$ cat src/hdl/tpfp_sqrt_cell.sv
// One restoring square-root step; a row of these forms the root pipeline.
// Depends on nothing but its own ports.
module tpfp_sqrt_cell (
	input  logic        clk,
	input  logic        en,
	input  logic [63:0] rem_in,
	input  logic [63:0] root_in,
	input  logic [63:0] bit_in,
	output logic [63:0] rem_out,
	output logic [63:0] root_out,
	output logic [63:0] bit_out
);

	logic [63:0] trial;
	logic        take;

	// Compare the remainder against root plus the current bit.
	assign trial = root_in + bit_in;
	assign take  = rem_in >= trial;

	always_ff @(posedge clk) begin
		if (en) begin
			rem_out  <= take ? rem_in - trial : rem_in;
			root_out <= take ? (root_in >> 1) + bit_in : root_in >> 1;
			bit_out  <= bit_in >> 2;
		end
	end

endmodule

$ cat config.mk
export PLATFORM = sky130hd
export DESIGN_NAME = tpfp_sqrt_cell
export DESIGN_NICKNAME = d
export VERILOG_FILES = /design/src/hdl/tpfp_sqrt_cell.sv
export SDC_FILE = /design/constraint.sdc
export NUM_CORES = 1
export LEC_CHECK = 0
export BUFFER_PORTS_ARGS = -buffer_cell sky130_fd_sc_hd__buf_2
export CAP_MARGIN = 30
export CORE_AREA = 2 2 185 205
export CTS_BUF_LIST = sky130_fd_sc_hd__clkbuf_2
export CTS_CLUSTER_SIZE = 20
export DETAILED_ROUTE_END_ITERATION = 7
export DIE_AREA = 0 0 187 207
export GPL_ROUTABILITY_DRIVEN = 0
export PLACE_DENSITY_LB_ADDON = 0.3
export RECOVER_POWER = 100
export SLEW_MARGIN = 15
export SYNTH_ARGS = -nofsm -noshare
export SYNTH_HDL_FRONTEND = slang
export SYNTH_SLANG_ARGS = --single-unit
$ cat constraint.sdc
create_clock -name clk -period 8.7 [get_ports clk]
set_clock_uncertainty 0.1 [all_clocks]
set_input_delay 1.305 -clock clk [delete_from_list [all_inputs] [get_ports clk]]
set_output_delay 1.305 -clock clk [all_outputs]
set_load 0.02 [all_outputs]
## Yosys cells after proc, flatten, opt, wreduce, memory -nomap -nowiden

Cells that the tools add are included.

- Order comparisons: 1
- Mux-type cells: 2
- $add $sub $neg: 3

Operators by type and width:

| cell | count |
|---|---|
| $add A63 B64 Y64 | 1 |
| $add A64 B64 Y64 | 1 |
| $ge A64 B64 Y1 | 1 |
| $mux W64 | 1 |
| $sub A64 B64 Y64 | 1 |
| $mux W63 | 1 |

- Register bits: 190
- Word-level logic and storage cells: 10

## Depth between registers and ports, before layout

- Depth in word-level cells: 3
- Depth in mapped cells: 26

## Least setup slack after synthesis

OpenSTA, ideal clock, no wires.

- Path kind: input port to flip-flop
- From: input port root_in[10]
- To: register rem_out[30], data pin
- Arrival: 6.359 ns
- Path slack: 1.971 ns
- Required time: 8.330 ns
- Path buffers: 5
- Cell stages on the path: 24
- Cell sequence: ha_1 > clkbuf_1 > nand4_1 > nor3_1 > o211ai_1 > a2111oi_0 > o21ai_0 > o22ai_1 > a31oi_1 > o31ai_1 > a21boi_0 > xor2_1 > ha_1 > clkbuf_1 > nand4_1 > nor3_1 > and3_1 > inv_1 > a211oi_1 > a2111o_1 > clkbuf_1 > clkbuf_1 > clkbuf_1 > a21oi_1

- Longest elaborated chain between the ends: 3
- Elaborated cells on any way between the ends: 4
- Classes of those cells: add/sub: 2; order compare: 1; mux: 1

Ends and longest elaborated chain:

| item | RTL line | source |
|---|---|---|
| from (decl) | 7 | `input logic [63:0] root_in,` |
| $add A64 B64 Y64 * | 18 | `assign trial = root_in + bit_in;` |
| $sub A64 B64 Y64 / $ge A64 B64 Y1 (equally long branches) | 23, 19 |  |
| $mux W64 * | 23 | `rem_out <= take ? rem_in - trial : rem_in;` |
| to (signal assigned) | 23 |  |
| to (decl) | 9 | `output logic [63:0] rem_out,` |

Mark *: on every way between the ends. The rest lies on a longest branch, timed or not.
A chain may end at the register's enable or synchronous reset.

## Worst setup path after layout

- From: input port bit_in[3]
- To: register rem_out[47], data pin

- Longest elaborated chain between the ends: 3
- Elaborated cells on any way between the ends: 4
- Classes of those cells: add/sub: 2; order compare: 1; mux: 1

Ends and longest elaborated chain:

| item | RTL line | source |
|---|---|---|
| from (decl) | 8 | `input logic [63:0] bit_in,` |
| $add A64 B64 Y64 * | 18 |  |
| $sub A64 B64 Y64 / $ge A64 B64 Y1 (equally long branches) | 23, 19 |  |
| $mux W64 * | 23 |  |

Marked as above.

==> results_dict.tcl <==
set metrics [dict create \
    outcome "complete, but fails checks" \
    failed_checks "DRC, capacitance limit, slew limit" \
    worstPathCellList "clkbuf_1, ha_1, o21ai_0, o21bai_1, o211ai_1, a2111oi_0, o21ai_0, o22ai_1, a31oi_1, o31ai_1, a21boi_0, xor2_1, ha_1, nand4_1, nor3_1, and3_1, inv_1, a211oi_1, a2111oi_4, clkbuf_2, nor4b_1, nor3_1" \
    synth_compound_area_share_pct 27.5 \
    min_path_cells 1 \
    grt_antenna_before_repair 8 \
    place_inst 2920 \
    ys_types 72 \
    cts_tree "yes" \
    cpPeakStageDelay_ns 0.81 \
    vias_per_cell 6.11 \
    post-place-ws_ns 1.11 \
    cp_slowest_cell "clkbuf_2" \
    cap_viol_max_count 3 \
    hpwl_um 46500 \
    synth_edf_count 190 \
    die_width_um 187 \
    power_density_mw_per_mm2 198 \
    cts_sinks 190 \
    hold_path_class "primary input to flip-flop" \
    synth_top_family_by_area "compound AO/OA/AOI/OAI gates" \
    synthAdderAreaFrac_pct 13.5 \
    synthSimpleGateAreaFrac_pct 15.9 \
    fin_crit_sh_pct 84.5 \
    yosys_warnings 0 \
    synth_area_leaders "edfxtp_1, ha_1, a21oi_1, xnor2_1, o21ai_0" \
    synth_area_per_cell_um2 8.50 \
    whs_ns 0.446 \
    grt_pass1_wl_um 89300 \
    synth_area_mm2 0.0181 \
    drc_errors 1 \
    crit_type "primary input to flip-flop" \
    synth.largest_area_cell "edfxtp_1" \
    postCtsHoldBufs 0 \
    min_from "bit_in[9]" \
    core_mm2 0.0368 \
    arrival_ns 7.98 \
    crit_fanout 71 \
    synth_mux_area_share_pct 0.0554 \
    worstPathRequired_ns 9.33 \
    rsz0062_at_grt "false" \
    rows 74 \
    slew_headroom_pct -133 \
    hold_viol_final 0 \
    synth.most_common_cell "a21oi_1" \
    wirelength_um 57900 \
    startpoint "bit_in[3]" \
    root_buffer "clkbuf_2" \
    grt_max_degree 82 \
    worst_slew_pin_slew_ns 3.49 \
    ys_ff_latch 190 \
    critPathBufInv 3 \
    io_pins 386 \
    synth_xor_area_share_pct 8.48 \
    whs_endpoint "bit_out[7]$_DFFE_PP_" \
    gr-total-overflow 0 \
    grt_pass1_vias 16800 \
    post-route-min-period_ns 7.35 \
    cp-end-kind "flip-flop" \
    tns_ns 0 \
    path_clk_slew_ns 0.31 \
    routedWlPerCell_um 19.6 \
    vdd_drop_max_uv 114 \
    grt_use_total_pct 29.0 \
    drtIter0Drc 1637 \
    fillers 3528 \
    fmax_mhz 136 \
    htreeDepth 4 \
    vias 18100 \
    initial_core_util_pct 49.2 \
    die_height_um 207 \
    synth_commonest_cells "a21oi_1, nand2_1, edfxtp_1, ha_1, nor2_1" \
    port_buffers 383 \
    cts_resized 0 \
    dieArea_mm2 0.0387 \
    finalSetupViolations 0 \
    area_growth_pct 12.1 \
    nNetsFinal 2833 \
    syn-instance-count 2128 \
    cts_inserted_buffers 17 \
    cts_buffer_depth 2 \
    worstSetupStartpointType "primary input" \
    drive_gt1_share_pct 7.24 \
    synthArstFlopShare_pct 0 \
    instances_no_fill 2959 \
    ys_dominant_reg_cell "edfxtp_1" \
    synth_top_area_share_pct 31.6 \
    path_delay_family "compound AO/OA/AOI/OAI gates" \
    drv_slew 170 \
    post_cts_buffers 0 \
    first_pass_iters 8 \
    ys_seq_area_share_pct 31.6 \
    cellLeakagePower_nw 8.20 \
    antenna_left 0 \
    timing.final.ws_setup_ns 1.35 \
]
## layout make-up
class / instances / area [um^2] / area share, %
flip-flops and latches: 190 / 5710 / 28.2
repair buffers: 390 / 1660 / 8.19
diodes: 8 / 20.0 / 0.0988
inverters: 48 / 180 / 0.889
well taps: 494 / 618 / 3.05
multi-input cells: 1799 / 11800 / 58.4
clock buffers: 19 / 95.1 / 0.469
clock inverters: 11 / 160 / 0.790
## metrics by stage
stage	power [W]	instance area (um^2)	util, %
floorplan	0.00290	18100	-
global placement	0.00350	20300	55.3
detailed placement	0.00354	20300	55.3
CTS	0.00405	20600	56.0
global route	0.00428	20300	55.1
finish	0.00402	20300	55.1
## report_power, final
part	internal, W	switching (W)	leakage (nW)	total (W)
clock network	0.000165	0.000338	0.148	0.000502
registers	0.00125	0.0000565	1.86	0.00131
logic	0.000761	0.00144	6.19	0.00220
## worst max path at each step
stage                              to  slack (ns)  cells after the start
2_1_floorplan   rem_out[30]$_DFFE_PP_        1.97                     24
3_3_place_gp   root_out[20]$_DFFE_PP_        1.37                     21
3_5_place_dp   root_out[13]$_DFFE_PP_        1.11                     21
4_1_cts        root_out[52]$_DFFE_PP_        2.24                     22
5_1_grt         rem_out[47]$_DFFE_PP_        0.78                     22
6_report        rem_out[47]$_DFFE_PP_        1.35                     22
## cell usage in the layout (no fill, tap or decap), drive strengths merged, types with 22 or more instances in the layout
| cell type | instances |
|---|---|
| a211oi | 23 |
| a21o | 100 |
| a21oi | 303 |
| a31oi | 23 |
| buf | 132 |
| clkbuf | 277 |
| edfxtp | 190 |
| ha | 190 |
| inv | 51 |
| nand2 | 209 |
| nand2b | 22 |
| nand3 | 34 |
| nand4 | 48 |
| nor2 | 184 |
| nor3 | 34 |
| o21a | 23 |
| o21ai | 171 |
| o21bai | 43 |
| xnor2 | 97 |
| xor2 | 78 |
## flip-flops by register name, indices dropped and copies added, names as in the netlist
signal	flops
root_out	64
bit_out	62
rem_out	64
## cells by family after synthesis
kind of cell | count (synthesis)
AO/OA/AOI/OAI | 806
AND/OR/NAND/NOR | 622
adder cells (fa/ha/maj) | 193
flip-flops | 190
XOR/XNOR | 175
buffers and inverters | 140
other | 1
multiplexers | 1
## metal layers
layer	share of wire, %	track usage, %	vias to the layer above
met5	0	0	-
met4	3.7	12.0	0
met3	8.3	4.32	128
met2	44	45.5	900
met1	44	40.0	8417
li1	-	-	8644
(Power assumes the default switching activity.)
