<file path="config.mk">
export PLATFORM = sky130hd
export DESIGN_NAME = tpfp_div_cell
export DESIGN_NICKNAME = d
export VERILOG_FILES = /design/src/hdl/tpfp_div_cell.sv
export SDC_FILE = /design/constraint.sdc
export NUM_CORES = 1
export LEC_CHECK = 0
export BUFFER_PORTS_ARGS = -buffer_cell sky130_fd_sc_hd__buf_2
export CAP_MARGIN = 20
export CELL_PAD_IN_SITES_DETAIL_PLACEMENT = 1
export CELL_PAD_IN_SITES_GLOBAL_PLACEMENT = 1
export CORE_AREA = 2 2 314 316
export DETAILED_ROUTE_END_ITERATION = 7
export DIE_AREA = 0 0 316 318
export PLACE_DENSITY = 0.46
export SLEW_MARGIN = 25
export SYNTH_ARGS = -nofsm -noshare
export SYNTH_HDL_FRONTEND = slang
export SYNTH_SLANG_ARGS = --single-unit
</file>
<file path="constraint.sdc">
create_clock -name clk -period 7.5 [get_ports clk]
set_input_delay 0.375 -clock clk [delete_from_list [all_inputs] [get_ports clk]]
set_output_delay 0.375 -clock clk [all_outputs]
set_load 0.005 [all_outputs]
</file>
<file path="src/hdl/tpfp_div_cell.sv">
// One restoring division step for the three normal components at once.
// Depends on nothing but its own ports.
module tpfp_div_cell (
	input  logic        clk,
	input  logic        en,
	input  logic [31:0] den,
	input  logic [32:0] rem_in  [3],
	input  logic [62:0] num_in  [3],
	input  logic [32:0] quo_in  [3],
	output logic [32:0] rem_out [3],
	output logic [62:0] num_out [3],
	output logic [32:0] quo_out [3]
);

	logic [33:0] shifted [3];
	logic [33:0] diff    [3];

	// Bring down one numerator bit and try subtracting the divisor.
	always_comb begin
		for (int i = 0; i < 3; i++) begin
			shifted[i] = {rem_in[i], num_in[i][62]};
			diff[i]    = shifted[i] - {2'b00, den};
		end
	end

	always_ff @(posedge clk) begin
		if (en) begin
			for (int i = 0; i < 3; i++) begin
				rem_out[i] <= diff[i][33] ? shifted[i][32:0] : diff[i][32:0];
				quo_out[i] <= {quo_in[i][31:0], ~diff[i][33]};
				num_out[i] <= {num_in[i][61:0], 1'b0};
			end
		end
	end

endmodule

</file>
-- Word-level counts from Yosys, hierarchy flattened
Index checks and enable logic that the tools add are counted.
Widths: inputs -> output; s select.
- flip-flop bits (word level): 384
- input port bits: 421
- output and inout bits: 387
- add/sub/neg operators: 3
- multiplexer cells: 3
- bitwise logic cells: 3
- operators with widths (operator ; count):
    $sub 34x32->34 ; 3
    $mux 33 ; 3
    $not 1->1 ; 3

-- Depth between registers and ports, before layout
- word-level depth: 2
- gate-level depth with buffers: 15
- depth with buffers taken out: 13

-- Worst setup path after synthesis
No wires, ideal clock.
- kind: input-to-reg
- from: input num_in[188] in the netlist's numbering
- to: register rem_out[96] in the netlist's numbering, data pin
- arrival: 2.909 ns
- slack: 4.331 ns
- stages on the path: 13
- buffers on the path: 0
- path through: inv_1 -> ha_1 -> fa_1 -> nor2b_1 -> o2111ai_1 -> nand3_1 -> nand2_1 -> o31ai_1 -> a221oi_1 -> o311ai_0 -> o211ai_1 -> xnor2_1 -> mux2_2
- cells in the longest elaborated chain, start to end: 2
- RTL lines (what ; RTL line ; RTL):
    start: declaration ; 8 ; input logic [62:0] num_in [3],
    $sub 34x32->34 ; 22 ; diff[i] = shifted[i] - {2'b00, den};
    $mux 33 ; 29 ; rem_out[i] <= diff[i][33] ? shifted[i][32:0] : diff[i][32:0];
    end signal: indexed assignment ; 29 ;
    end: declaration ; 10 ; output logic [32:0] rem_out [3],
No other way between the ends.
A chain may end at the register's enable or synchronous reset.

-- Final worst setup path
- from: input den[1]
- to: register rem_out[6] in the netlist's numbering, data pin
- cells in the longest elaborated chain, start to end: 2
- RTL lines (what ; RTL line ; RTL):
    start: declaration ; 6 ; input logic [31:0] den,
    $sub 34x32->34 ; 22 ;
    $mux 33 ; 29 ;
No other way between the ends.

==> flow_metrics.py <==
metrics = {
    "synthesis": {
        "synthesis.instances": 1216,
        "asyncSetResetFlopFracSynth": 0,
        "netlist_area_um2": 17830,
        "synthesis.area_per_instance_um2": 14.67,
        "synth_top_flop_cell": "sky130_fd_sc_hd__edfxtp_1",
        "synth_seq_area_share": 0.6466,
        "yosys_register_bits": 384,
        "synthTopCellsByCount": "sky130_fd_sc_hd__edfxtp_1 (384), sky130_fd_sc_hd__ha_1 (96), sky130_fd_sc_hd__a21oi_1 (76)",
        "synth_top_cells_by_area": "sky130_fd_sc_hd__edfxtp_1 (65%), sky130_fd_sc_hd__ha_1 (6.7%), sky130_fd_sc_hd__mux2_2 (3.6%), sky130_fd_sc_hd__xnor2_1 (2.5%), sky130_fd_sc_hd__a21o_1 (2.2%)",
        "synth.most_common_cell": "sky130_fd_sc_hd__edfxtp_1",
        "synth_top_cell_area_share": 0.6466,
        "yosysTopAreaCell": "sky130_fd_sc_hd__edfxtp_1",
        "synth.distinct_cells": 71,
        "synth_edf_count": 384,
        "yosys_warnings": 0,
    },
    "setup_path": {
        "worst_setup_path_end_kind": "register",
        "worstPathArrival_ns": 4.04,
        "slowest_delay_ns": 0.43,
        "type_of_the_worst_setup_path": "primary input to register",
        "start_kind": "primary input",
        "cell_type_of_the_slowest_stage_on_the_worst_timing_path": "sky130_fd_sc_hd__buf_4",
        "cpLargestDelayFamily": "compound AO/OA/AOI/OAI gates",
        "cp.depth": 13,
        "path_cells": "buf_2, inv_1, ha_1, nor2b_1, o2111ai_1, a21oi_1, o21ai_0, a21oi_1, a21oi_1, o21ai_1, xor2_4, buf_4, mux2_2",
        "critPathRequiredTime_ns": 7.85,
        "worst-path-max-fanout": 33,
        "cpMostUsedCell": "sky130_fd_sc_hd__a21oi_1",
        "worst-path-buf-inv": 3,
    },
    "timing": {
        "max_clock_freq_mhz": 271.0,
        "timing_max_transition_violations_final": 0,
        "rsz0062_at_grt": "false",
        "finalHoldViolations": 0,
        "post-route-min-period_ns": 3.689,
        "fin_ws_ns": 3.811,
        "tightest_slew_ns": 0.8797,
        "finalCritPeriodShare": 0.4919,
        "fin_worst_hold_slack_ns": 0.08351,
        "timing.setup.tns_ns": 0,
        "timing.slew.headroom": 0.4136,
        "number_of_setup_violations_in_the_final_report": 0,
    },
    "floorplanning": {
        "fp.dieArea_um2": 100500,
        "floorplan.rows": 115,
        "core_area_um2": 97410,
        "start_util": 0.1831,
        "count_of_boundary_i_o_pins": 808,
        "chipHeight_um": 318,
        "die_x_um": 316,
    },
    "cts": {
        "clkSlewWorstSetupHoldPaths_ns": 0.06,
        "ctsResizeCount": 0,
        "cts_tree": "done",
        "clock-sinks": 384,
        "cts_hold_buffers": 282,
        "htreeDepth": 2,
        "cts_post_setup_buffers_inserted": 0,
        "clock_tree.root_cell": "sky130_fd_sc_hd__clkbuf_16",
        "cts_inserted_buffers": 49,
        "clockBufferDepth": 3,
    },
    "grt": {
        "antenna_found_initial": 44,
        "largest_net_degree_at_the_start_of_global_routing": 172,
        "grt_use_total": 0.1606,
        "number_of_global_route_vias_before_repair": 16090,
        "overflow": 0,
        "grt_pass1_wl_um": 116200,
    },
    "outcome": {
        "status": "finished clean",
    },
    "routing": {
        "drtPass1Iterations": 6,
        "routed_wl_um": 83480,
        "ant_nets": 0,
        "via_per_inst": 4.049,
        "wl_per_cell_um": 22.72,
        "vias": 14880,
        "dr.first_iter.drc_count": 744,
        "route.detailed.drc": 0,
    },
    "placed_design": {
        "routability_congestion_estimate_from_global_placement": 0.8269,
        "numPlacedInstances": 3288,
        "pre_cts_ws_ns": 2.950,
        "half_perimeter_wire_length_of_the_detailed_placement_result_um": 66740,
        "port_buffers": 801,
    },
    "worst_hold_path": {
        "worst_hold_path_type": "primary input to register",
        "worstHoldPathCells": 2,
    },
    "finish": {
        "post_layout_nonfiller_instances": 3674,
        "syn2layout_area_growth_pct": 56.80,
        "finish.net_count": 2855,
        "proportion_of_layout_cells_with_a_drive_suffix_above_1": 0.4134,
    },
    "run": {
        "cap_violations": 0,
    },
    "power_and_ir_drop": {
        "worst_ir_drop_vdd_v": 0.0001486,
        "power_density_nw_per_um2": 231.7,
        "total_leakage_power_nw": 11.98,
    },
}
routing by layer:
layer | wire length, um | vias to the layer above | GRT usage | share of wire
met5 | 155 | - | 0 | 0.0019
met4 | 3448 | 22 | 0.06456 | 0.041
met3 | 4914 | 139 | 0.03926 | 0.059
met2 | 45070 | 500 | 0.3070 | 0.54
met1 | 29900 | 7285 | 0.1646 | 0.36
li1 | - | 6929 | - | -
cells in the final DEF, fill, tap and decap left out, types with 8 or more instances in the layout:
master / netlist / final
sky130_fd_sc_hd__a211oi_1: 9 / 9
sky130_fd_sc_hd__a21o_1: 53 / 53
sky130_fd_sc_hd__a21oi_1: 76 / 76
sky130_fd_sc_hd__a31oi_1: 9 / 9
sky130_fd_sc_hd__and3_1: 9 / 9
sky130_fd_sc_hd__buf_2: 2 / 800
sky130_fd_sc_hd__clkbuf_1: 9 / 8
sky130_fd_sc_hd__clkbuf_16: 0 / 50
sky130_fd_sc_hd__diode_2: 0 / 14
sky130_fd_sc_hd__dlygate4sd3_1: 0 / 282
sky130_fd_sc_hd__edfxtp_1: 384 / 384
sky130_fd_sc_hd__ha_1: 96 / 96
sky130_fd_sc_hd__inv_1: 56 / 56
sky130_fd_sc_hd__mux2_2: 57 / 57
sky130_fd_sc_hd__mux2_4: 25 / 25
sky130_fd_sc_hd__nand2_1: 37 / 37
sky130_fd_sc_hd__nand2b_1: 16 / 16
sky130_fd_sc_hd__nand3_1: 27 / 27
sky130_fd_sc_hd__nand4_1: 9 / 9
sky130_fd_sc_hd__nor2_1: 65 / 65
sky130_fd_sc_hd__nor2b_1: 13 / 13
sky130_fd_sc_hd__nor3_1: 11 / 11
sky130_fd_sc_hd__o21a_1: 13 / 13
sky130_fd_sc_hd__o21ai_0: 34 / 34
sky130_fd_sc_hd__o21bai_1: 14 / 14
sky130_fd_sc_hd__xnor2_1: 50 / 50
sky130_fd_sc_hd__xor2_1: 32 / 31
final cells by class:
type / instances / area (um2)
Antenna cell: 14 / 35.03
Clock inverter: 31 / 377.9
Sequential cell: 384 / 11530
Multi-Input combinational cell: 754 / 5987
Inverter: 56 / 210.2
Tap cell: 1287 / 1610
Clock buffer: 58 / 1281
Fill cell: 10850 / 69450
Timing Repair Buffer: 1090 / 6930
flip-flops by register name, indices dropped and copies added (netlist names):
signal / cells
quo_out: 99
num_out: 186
rem_out: 99
per-stage QoR:
step           power [W]    util  area, um2
2_1_floorplan   0.003299       -      17840
3_3_place_gp    0.003920  0.2404      23420
3_5_place_dp    0.003929  0.2404      23420
4_1_cts         0.006611  0.2864      27900
5_1_grt         0.006796  0.2870      27960
6_report        0.006480  0.2871      27960
final timing paths:
path | slack [ns] | endpoint | from
min | 0.08 | rem_out[57] | rem_in[56]
max | 3.81 | rem_out[6] | den[1]
where the power goes:
group          total (W)  switching (W)  internal, W
combinational    0.00131       0.000676     0.000629
clock            0.00248        0.00101      0.00147
sequential       0.00269      0.0000637      0.00263
total            0.00648        0.00175      0.00473
logic make-up after synthesis:
logic type,count (synthesis),share of synthesized area
AO/OA/AOI/OAI,270,0.1017
XOR/XNOR,84,0.04273
adder cells (fa/ha/maj),99,0.07072
buffers and inverters,80,0.01978
flip-flops,384,0.6466
multiplexers,90,0.06160
other,1,0.0002103
AND/OR/NAND/NOR,208,0.05662
No activity file was read; power rests on OpenSTA's default activity.
